`src/seven_segment_number_formatter_core_assert.svh`:
```
// Assertion macros for the seven-segment number formatter.
// Used by the top level; needs clk and rst_n in the including scope.
`ifndef SEVEN_SEGMENT_NUMBER_FORMATTER_CORE_ASSERT_SVH
`define SEVEN_SEGMENT_NUMBER_FORMATTER_CORE_ASSERT_SVH

`ifndef SYNTH
// Property that must hold at every clock edge outside reset
`define SSNF_ASSERT(label, prop, msg) \
    label: assert property (@(posedge clk) disable iff (!rst_n) (prop)) else $error(msg);
// Condition that must never be seen outside reset
`define SSNF_NEVER(label, cond, msg) \
    label: assert property (@(posedge clk) disable iff (!rst_n) !(cond)) else $error(msg);
`else
`define SSNF_ASSERT(label, prop, msg)
`define SSNF_NEVER(label, cond, msg)
`endif

`endif

```
`src/ssnf_pkg.sv`:
```
// Shared types, constants and the digit pattern table for the formatter.
// No dependencies; imported by the interfaces, the RTL modules and the bench.
`timescale 1ns / 1ps
`default_nettype none

package ssnf_pkg;

    localparam int VALUE_W = 24;
    localparam int SEG_W   = 8;
    localparam int DIGITS  = 4;
    localparam int NUM_W   = 14;   // largest shown number is 9999
    localparam int DOT_POS = 2;    // units digit in decimal mode

    localparam logic [SEG_W-1:0] SEG_OFF   = 8'h00;
    localparam logic [SEG_W-1:0] SEG_DOT   = 8'h80;
    localparam logic [SEG_W-1:0] SEG_MINUS = 8'h40;

    typedef logic [DIGITS-1:0][SEG_W-1:0] seg_row_t;

    // Number to show plus how to show it
    typedef struct packed {
        logic [NUM_W-1:0] num;
        logic             neg;
        logic             dec;
        logic             ovf;
    } prep_t;

    // Segment pattern of one decimal digit
    function automatic logic [SEG_W-1:0] digit_seg(input logic [3:0] d);
        logic [SEG_W-1:0] s;
        unique case (d)
            4'd0:    s = 8'h3F;
            4'd1:    s = 8'h06;
            4'd2:    s = 8'h5B;
            4'd3:    s = 8'h4F;
            4'd4:    s = 8'h66;
            4'd5:    s = 8'h6D;
            4'd6:    s = 8'h7D;
            4'd7:    s = 8'h07;
            4'd8:    s = 8'h7F;
            4'd9:    s = 8'h6F;
            default: s = SEG_OFF;
        endcase
        return s;
    endfunction

endpackage

`default_nettype wire

```
`src/ssnf_if.sv`:
```
// Valid/ready channel interfaces for the formatter input and result items.
// Depends on ssnf_pkg.
`timescale 1ns / 1ps
`default_nettype none

interface ssnf_in_if
    import ssnf_pkg::*;
();
    logic                       valid;
    logic                       ready;
    logic signed [VALUE_W-1:0]  value_tenths;

    modport source (output valid, output value_tenths, input ready);
    modport sink   (input valid, input value_tenths, output ready);
endinterface

interface ssnf_out_if
    import ssnf_pkg::*;
();
    logic             valid;
    logic             ready;
    logic [SEG_W-1:0] digit0_segments;
    logic [SEG_W-1:0] digit1_segments;
    logic [SEG_W-1:0] digit2_segments;
    logic [SEG_W-1:0] digit3_segments;

    modport source (output valid, output digit0_segments, output digit1_segments,
                    output digit2_segments, output digit3_segments, input ready);
    modport sink   (input valid, input digit0_segments, input digit1_segments,
                    input digit2_segments, input digit3_segments, output ready);
endinterface

`default_nettype wire

```
`src/ssnf_prep.sv`:
```
// Magnitude, mode choice and round-half-even division by ten.
// Depends on ssnf_pkg.
`timescale 1ns / 1ps
`default_nettype none

module ssnf_prep
    import ssnf_pkg::*;
(
    input  wire logic signed [VALUE_W-1:0] value,
    output prep_t                          item
);

    logic [VALUE_W-1:0] raw;
    logic [VALUE_W-1:0] mag;
    logic               neg;
    logic               dec;
    logic               big;
    logic [16:0]        m17;
    logic [32:0]        prod;
    logic [NUM_W-1:0]   quo;
    logic [16:0]        quo10;
    logic [16:0]        diff;
    logic [3:0]         rem;
    logic               up;
    logic [NUM_W-1:0]   qr;

    // Take the magnitude of the two's complement value
    assign raw = value;
    assign neg = raw[VALUE_W-1];
    assign mag = neg ? (~raw + 24'd1) : raw;

    // Decimal mode window
    assign dec = neg ? (mag <= 24'd999) : (mag <= 24'd9999);

    // At or above 100000 the rounded number can never fit
    assign big = (mag >= 24'd100000);

    // Divide by ten through the reciprocal, exact below 262139
    assign m17   = mag[16:0];
    assign prod  = {16'd0, m17} * 33'd52429;
    assign quo   = prod[32:19];
    assign quo10 = {quo, 3'b000} + {2'b00, quo, 1'b0};
    assign diff  = m17 - quo10;
    assign rem   = diff[3:0];

    // Round the tenths away, ties to even
    assign up = (rem > 4'd5) || ((rem == 4'd5) && quo[0]);
    assign qr = quo + {{(NUM_W-1){1'b0}}, up};

    always_comb
    begin
        item.neg = neg;
        item.dec = dec;
        item.num = dec ? mag[NUM_W-1:0] : qr;
        item.ovf = !dec && (big || (neg ? (qr > 14'd999) : (qr > 14'd9999)));
    end

endmodule

`default_nettype wire

```
`src/ssnf_render.sv`:
```
// Digit split and right-aligned pattern placement for four positions.
// Depends on ssnf_pkg.
`timescale 1ns / 1ps
`default_nettype none

module ssnf_render
    import ssnf_pkg::*;
(
    input  prep_t    item,
    output seg_row_t seg
);

    logic [27:0]      p1000;
    logic [26:0]      p100;
    logic [29:0]      p10;
    logic [4:0]       thou;
    logic [7:0]       hund;
    logic [10:0]      tens;
    logic [NUM_W-1:0] tens10;
    logic [10:0]      hund10;
    logic [7:0]       thou10;
    logic [NUM_W-1:0] d_units;
    logic [10:0]      d_tens;
    logic [7:0]       d_hund;
    logic [3:0]       dig [DIGITS];
    logic [2:0]       sig;
    logic [2:0]       ndig;
    logic [2:0]       rank;

    // Quotients by 1000, 100 and 10 in parallel through reciprocals
    assign p1000 = {14'd0, item.num} * 28'd8389;
    assign p100  = {13'd0, item.num} * 27'd5243;
    assign p10   = {16'd0, item.num} * 30'd52429;
    assign thou  = p1000[27:23];
    assign hund  = p100[26:19];
    assign tens  = p10[29:19];

    // Digits as differences of neighbouring quotients
    assign tens10  = {tens, 3'b000} + {2'b00, tens, 1'b0};
    assign hund10  = {hund, 3'b000} + {2'b00, hund, 1'b0};
    assign thou10  = {thou, 3'b000} + {2'b00, thou, 1'b0};
    assign d_units = item.num - tens10;
    assign d_tens  = tens - hund10;
    assign d_hund  = hund - thou10;

    always_comb
    begin
        dig[0] = d_units[3:0];
        dig[1] = d_tens[3:0];
        dig[2] = d_hund[3:0];
        dig[3] = thou[3:0];
    end

    // Count significant digits, at least two in decimal mode
    always_comb
    begin
        priority if (item.num >= 14'd1000)
            sig = 3'd4;
        else if (item.num >= 14'd100)
            sig = 3'd3;
        else if (item.num >= 14'd10)
            sig = 3'd2;
        else
            sig = 3'd1;
        ndig = (item.dec && sig < 3'd2) ? 3'd2 : sig;
    end

    // Place digits from the right, then the sign, then blanks; all minus on overflow
    always_comb
    begin
        rank = 3'd0;
        for (int p = 0; p < DIGITS; p++)
        begin
            rank = 3'(DIGITS - 1 - p);
            if (item.ovf)
                seg[p] = SEG_MINUS;
            else if (rank < ndig)
                seg[p] = digit_seg(dig[rank[1:0]]);
            else if (rank == ndig && item.neg)
                seg[p] = SEG_MINUS;
            else
                seg[p] = SEG_OFF;
            if (!item.ovf && item.dec && p == DOT_POS)
                seg[p] = seg[p] | SEG_DOT;
        end
    end

endmodule

`default_nettype wire

```
`src/seven_segment_number_formatter_core.sv`:
```
// Top level: three-register pipeline around the prep and render logic.
// Depends on ssnf_pkg, ssnf_if, ssnf_prep, ssnf_render and the assert header.
//
//  channel  direction  payload
//  -------  ---------  -----------------------------------------------
//  din      sink       value_tenths, signed 24-bit tenths
//  dout     source     digit0..digit3_segments, 8 bits each, left first
//
// One item per cycle while dout is ready; an accepted item passes through the
// input register, prep register and result register in turn to reach dout.
// Each stage takes a new item when empty or when it hands its own on, so a
// stall at dout holds the items in place and ripples back to din.ready.
// Reset clears the three valid flags only.
`timescale 1ns / 1ps
`default_nettype none

`include "seven_segment_number_formatter_core_assert.svh"

module seven_segment_number_formatter_core
    import ssnf_pkg::*;
(
    input  wire logic  clk,
    input  wire logic  rst_n,
    ssnf_in_if.sink    din,
    ssnf_out_if.source dout
);

    logic                      v0_reg;
    logic                      v1_reg;
    logic                      v2_reg;
    logic signed [VALUE_W-1:0] val_reg;
    prep_t                     prep_reg;
    seg_row_t                  seg_reg;
    prep_t                     prep_next;
    seg_row_t                  seg_next;
    logic                      s2_ready;
    logic                      s1_ready;
    logic                      s0_ready;

    // Stage readiness, from the output back
    assign s2_ready = !v2_reg || dout.ready;
    assign s1_ready = !v1_reg || s2_ready;
    assign s0_ready = !v0_reg || s1_ready;

    assign din.ready = s0_ready;

    ssnf_prep u_prep
    (
        .value (val_reg),
        .item  (prep_next)
    );

    ssnf_render u_render
    (
        .item (prep_reg),
        .seg  (seg_next)
    );

    // Advance the valid flags
    always_ff @(posedge clk or negedge rst_n)
    begin
        if (!rst_n)
        begin
            v0_reg <= 1'b0;
            v1_reg <= 1'b0;
            v2_reg <= 1'b0;
        end
        else
        begin
            if (s0_ready)
                v0_reg <= din.valid;
            if (s1_ready)
                v1_reg <= v0_reg;
            if (s2_ready)
                v2_reg <= v1_reg;
        end
    end

    // Hold or advance the payload of each stage
    always_ff @(posedge clk)
    begin
        if (s0_ready && din.valid)
            val_reg <= din.value_tenths;
        if (s1_ready && v0_reg)
            prep_reg <= prep_next;
        if (s2_ready && v1_reg)
            seg_reg <= seg_next;
    end

    assign dout.valid           = v2_reg;
    assign dout.digit0_segments = seg_reg[0];
    assign dout.digit1_segments = seg_reg[1];
    assign dout.digit2_segments = seg_reg[2];
    assign dout.digit3_segments = seg_reg[3];

    // An accepted item lands in the input register
    `SSNF_ASSERT(a_in_capture, (din.valid && din.ready) |=> v0_reg, "accepted item lost at input stage")
    // A prepared item moving on lands in the result register
    `SSNF_ASSERT(a_mid_advance, (v1_reg && s2_ready) |=> v2_reg, "prepared item lost before result stage")
    // The point is only ever lit on the units position
    `SSNF_NEVER(a_dot_place, dout.valid && (dout.digit0_segments[7] || dout.digit1_segments[7] || dout.digit3_segments[7]), "decimal point on wrong position")
    // The rightmost position always shows something
    `SSNF_NEVER(a_right_lit, dout.valid && (dout.digit3_segments == SEG_OFF), "rightmost position blank")

endmodule

`default_nettype wire

```
`src/flat_wrapper.sv`:
```
// flat-port wrapper written by rule: the top's interface ports become plain ports
module seven_segment_number_formatter_core_flat import ssnf_pkg::*;
  (clk, rst_n, din_valid, din_value_tenths, din_ready, dout_valid, dout_digit0_segments, dout_digit1_segments, dout_digit2_segments, dout_digit3_segments, dout_ready);
  ssnf_in_if din_i ();
  ssnf_out_if dout_i ();
  input  wire logic clk;
  input  wire logic rst_n;
  input wire logic [$bits(din_i.valid)-1:0] din_valid;
  input wire logic [$bits(din_i.value_tenths)-1:0] din_value_tenths;
  output wire logic [$bits(din_i.ready)-1:0] din_ready;
  output wire logic [$bits(dout_i.valid)-1:0] dout_valid;
  output wire logic [$bits(dout_i.digit0_segments)-1:0] dout_digit0_segments;
  output wire logic [$bits(dout_i.digit1_segments)-1:0] dout_digit1_segments;
  output wire logic [$bits(dout_i.digit2_segments)-1:0] dout_digit2_segments;
  output wire logic [$bits(dout_i.digit3_segments)-1:0] dout_digit3_segments;
  input wire logic [$bits(dout_i.ready)-1:0] dout_ready;
  assign din_i.valid = din_valid;
  assign din_i.value_tenths = din_value_tenths;
  assign din_ready = din_i.ready;
  assign dout_valid = dout_i.valid;
  assign dout_digit0_segments = dout_i.digit0_segments;
  assign dout_digit1_segments = dout_i.digit1_segments;
  assign dout_digit2_segments = dout_i.digit2_segments;
  assign dout_digit3_segments = dout_i.digit3_segments;
  assign dout_i.ready = dout_ready;
  seven_segment_number_formatter_core u_core (.clk(clk), .rst_n(rst_n), .din(din_i), .dout(dout_i));
endmodule
```
`config.mk`:
```
export PLATFORM = sky130hd
export DESIGN_NAME = seven_segment_number_formatter_core_flat
export DESIGN_NICKNAME = d
export VERILOG_FILES = /design/src/ssnf_pkg.sv /design/src/ssnf_if.sv /design/src/ssnf_prep.sv /design/src/ssnf_render.sv /design/src/seven_segment_number_formatter_core.sv /design/src/flat_wrapper.sv
export VERILOG_INCLUDE_DIRS = /design/src /design/src/src
export SDC_FILE = /design/constraint.sdc
export NUM_CORES = 1
export LEC_CHECK = 0
export BUFFER_PORTS_ARGS = -buffer_cell sky130_fd_sc_hd__buf_2
export CAP_MARGIN = 20
export CORE_MARGIN = 2
export CORE_UTILIZATION = 55
export CTS_CLUSTER_DIAMETER = 30
export CTS_CLUSTER_SIZE = 20
export DETAILED_ROUTE_END_ITERATION = 7
export GPL_TIMING_DRIVEN = 0
export PLACE_DENSITY = 0.81
export SLEW_MARGIN = 20
export SYNTH_ARGS = -nofsm -noshare
export SYNTH_HDL_FRONTEND = slang
export SYNTH_SLANG_ARGS = --single-unit
export TNS_END_PERCENT = 10
```
`constraint.sdc`:
```
create_clock -name clk -period 14.18 [get_ports clk]
set_input_delay 4.254 -clock clk [delete_from_list [all_inputs] [get_ports clk]]
set_output_delay 4.254 -clock clk [all_outputs]
set_load 0.01 [all_outputs]
```
==> impl_metrics.yaml <==
status:
  status: "complete, no violations"
cts:
  cts_tree: "yes"
  numCtsBuffers: 9
  cts_buffer_depth: 2
  cts.clk_slew.worst_paths_ps: 60
  root_buffer: "clkbuf_16"
  cts_sinks: 73
  post_cts_buffers: 0
  cts_htree_levels: 3
  holdBufCountCts: 0
  cts_resized: 0
  clkLatencyLatePin_ps: 340
global_routing:
  grt_overflow_total: 0
  grt_pass1_vias: 13800
  grt_antenna_before_repair: 0
  grt.total_usage: 0.259
  grt_max_degree: 30
  grt_pass1_wl_um: 68200
synthesis:
  synth_top_cell_by_area: "ha_1"
  yosys.area.top_type_share: 0.297
  syn_avg_cell_area_um2: 9.64
  ys.warnings.count: 0
  synthCells: 1851
  synth.most_common_cell: "inv_1"
  synth_area_leaders: "ha_1 30%, fa_1 24%, edfxtp_1 12%"
  muxShareOfSynthArea: 0.00814
  synth_xor_area_frac: 0.0487
  synth_edf_count: 70
  synth-seq-cells: 73
  synth_compound_area_frac: 0.0933
  synthArstFlopShare: 0.0411
  synthAdderAreaFrac: 0.538
  synth_top_family_by_area: "adder cells"
  syn-cell-area_mm2: 0.0178
  synth_cell_types: 82
  synthFlopType: "edfxtp_1"
  yosys.area_share.simple: 0.0909
  seq_area_frac_synth: 0.122
  synthTopCellsByCount: "440 x inv_1, 423 x ha_1, 215 x fa_1, 81 x nor2_1, 80 x nand2_1"
die:
  num_rows: 65
  fp.dieH_um: 184
  io_pins: 62
  start_util: 0.562
  dieArea_mm2: 0.0339
  die_w_um: 184
  core-area_mm2: 0.0317
sta:
  rsz0062_at_grt: "false"
  hold_violations: 0
  maxSlewViolCount: 0
  setup_viol: 0
  tightest_slew_ps: 1080
  finClkSkew_ps: 14.3
  slew_headroom: 0.276
  min_period_ps: 11240
  fin_crit_sh: 0.793
  fin_setup_tns_ps: 0
  fmax_mhz: 89.0
routing:
  wl_per_cell_um: 18.2
  drtAntennaViolNets: 0
  drt_pass1_iterations: 5
  vias_per_cell: 5.64
  drt_iter0_drc: 633
  drc: 0
  vias: 13100
  routed_wl_um: 42500
setup_path:
  startpoint: "u_core.val_reg[4]"
  slowest_stage: "xor2_1"
  regToRegEndpoint: "u_core.prep_reg[0]"
  r2r_slack_ps: 2940
  cp.arrival_ps: 11360
  required_ps: 14300
  path_delay_family: "adder cells"
  cp-start-kind: "register"
  cp_slowest_stage_delay_ps: 770
  critPathBufInv: 6
  cp_max_fo: 9
  worstRegToRegCells: 36
  setup.worst_path.class: "register to register"
  cp-end-kind: "register"
  r2r_start: "u_core.val_reg[4]"
  cpMostUsedCell: "fa_1"
cells_and_area:
  drive_gt1_frac: 0.0602
  final_area_mm2: 0.0189
  regArea_mm2: 0.00218
  syn_to_final_growth_pct: 6.13
  multi_input_area_mm2: 0.0139
  largest_register_ffs: 24
  nets: 2588
  final.fill_count: 2628
  num_antenna_cells: 0
job:
  maxCapViolations: 0
worst_hold_path:
  worstHoldStart: "u_core.v0_reg"
  hold_depth: 1
  hold_class: "register to register"
  holdPathEnd: "u_core.v1_reg"
placement:
  dp_hpwl_um: 36500
  placed_area_mm2: 0.0186
  numPortBuffers: 58
  routabilityCongestion: 0.965
metrics by stage:
step                std cells  worst slack, ps  utilization  hold slack, ps
global placement         2313             3360        0.588             465
detailed placement       2313             3250        0.588             491
global route             2329             2570        0.597             537
floorplan                1853             5130            -             449
finish                   2329             2940        0.597             508
CTS                      2329             3170        0.597             508
worst max-delay path by stage:
| stage | slack (ps) | depth (start not counted) | endpoint |
|---|---|---|---|
| 2_1_floorplan | 5130 | 35 | u_core.prep_reg[16] |
| 3_3_place_gp | 3360 | 36 | u_core.prep_reg[0] |
| 3_5_place_dp | 3250 | 36 | u_core.prep_reg[0] |
| 4_1_cts | 3170 | 36 | u_core.prep_reg[0] |
| 5_1_grt | 2570 | 36 | u_core.prep_reg[0] |
| 6_report | 2940 | 36 | u_core.prep_reg[0] |
cells by family (layout without fill, tap and decap cells):
group / count (synthesis) / after routing
muxes: 14 / 14
xor gates and xnor gates: 96 / 96
DFF: 73 / 73
and+or+nand+nor: 315 / 315
other: 1 / 3
adders and majority gates: 638 / 638
AOI/OAI and AO/OA: 251 / 251
buffers and inverters: 463 / 537
metal layers:
layer | global-route usage | up-vias | share of wire
met5 | 0 | - | 0
met4 | 0.108 | 0 | 0.044
met3 | 0.0336 | 104 | 0.048
met2 | 0.474 | 366 | 0.51
met1 | 0.306 | 6413 | 0.40
li1 | - | 6245 | -
layout by cell type (no fill, tap or decap), types with 5 or more instances in the layout:
cell,n
fa_1,215
inv_6,5
nand4_1,18
nand2_1,80
buf_2,63
o211ai_1,10
or3_1,9
mux2i_1,10
and3_1,5
xnor2_1,53
ha_1,423
nand2b_1,10
nand3_1,25
a21oi_1,79
clkbuf_16,9
edfxtp_1,70
o21a_1,13
a211oi_1,9
inv_1,440
a21o_1,20
or2_2,10
xor2_1,40
clkbuf_1,9
a211o_1,5
and2_1,13
a22oi_1,5
nor2_1,81
o21ai_0,51
nor2b_1,12
nor3_1,18
nor4_1,6
layout make-up:
type	instances	area share
multi-input combinational	1317	0.735
sequential	73	0.115
inverter	441	0.0874
tap	402	0.0266
timing repair buffer	58	0.0153
clock buffer	9	0.0119
buffer	22	0.00568
clock inverter	7	0.00311
worst register-to-register path: cells and delay by family, from the launching register on:
family | cells | cell delay [ps]
AO/OA/AOI/OAI | 8 | 1910
flip-flops | 1 | 490
AND/OR/NAND/NOR | 9 | 2400
XOR/XNOR | 4 | 1480
adder cells (fa/ha/maj) | 9 | 3820
buffers and inverters | 6 | 910
Power is not shown: default switching activity piles up to over one toggle a cycle in this logic, so the estimate is an artifact.
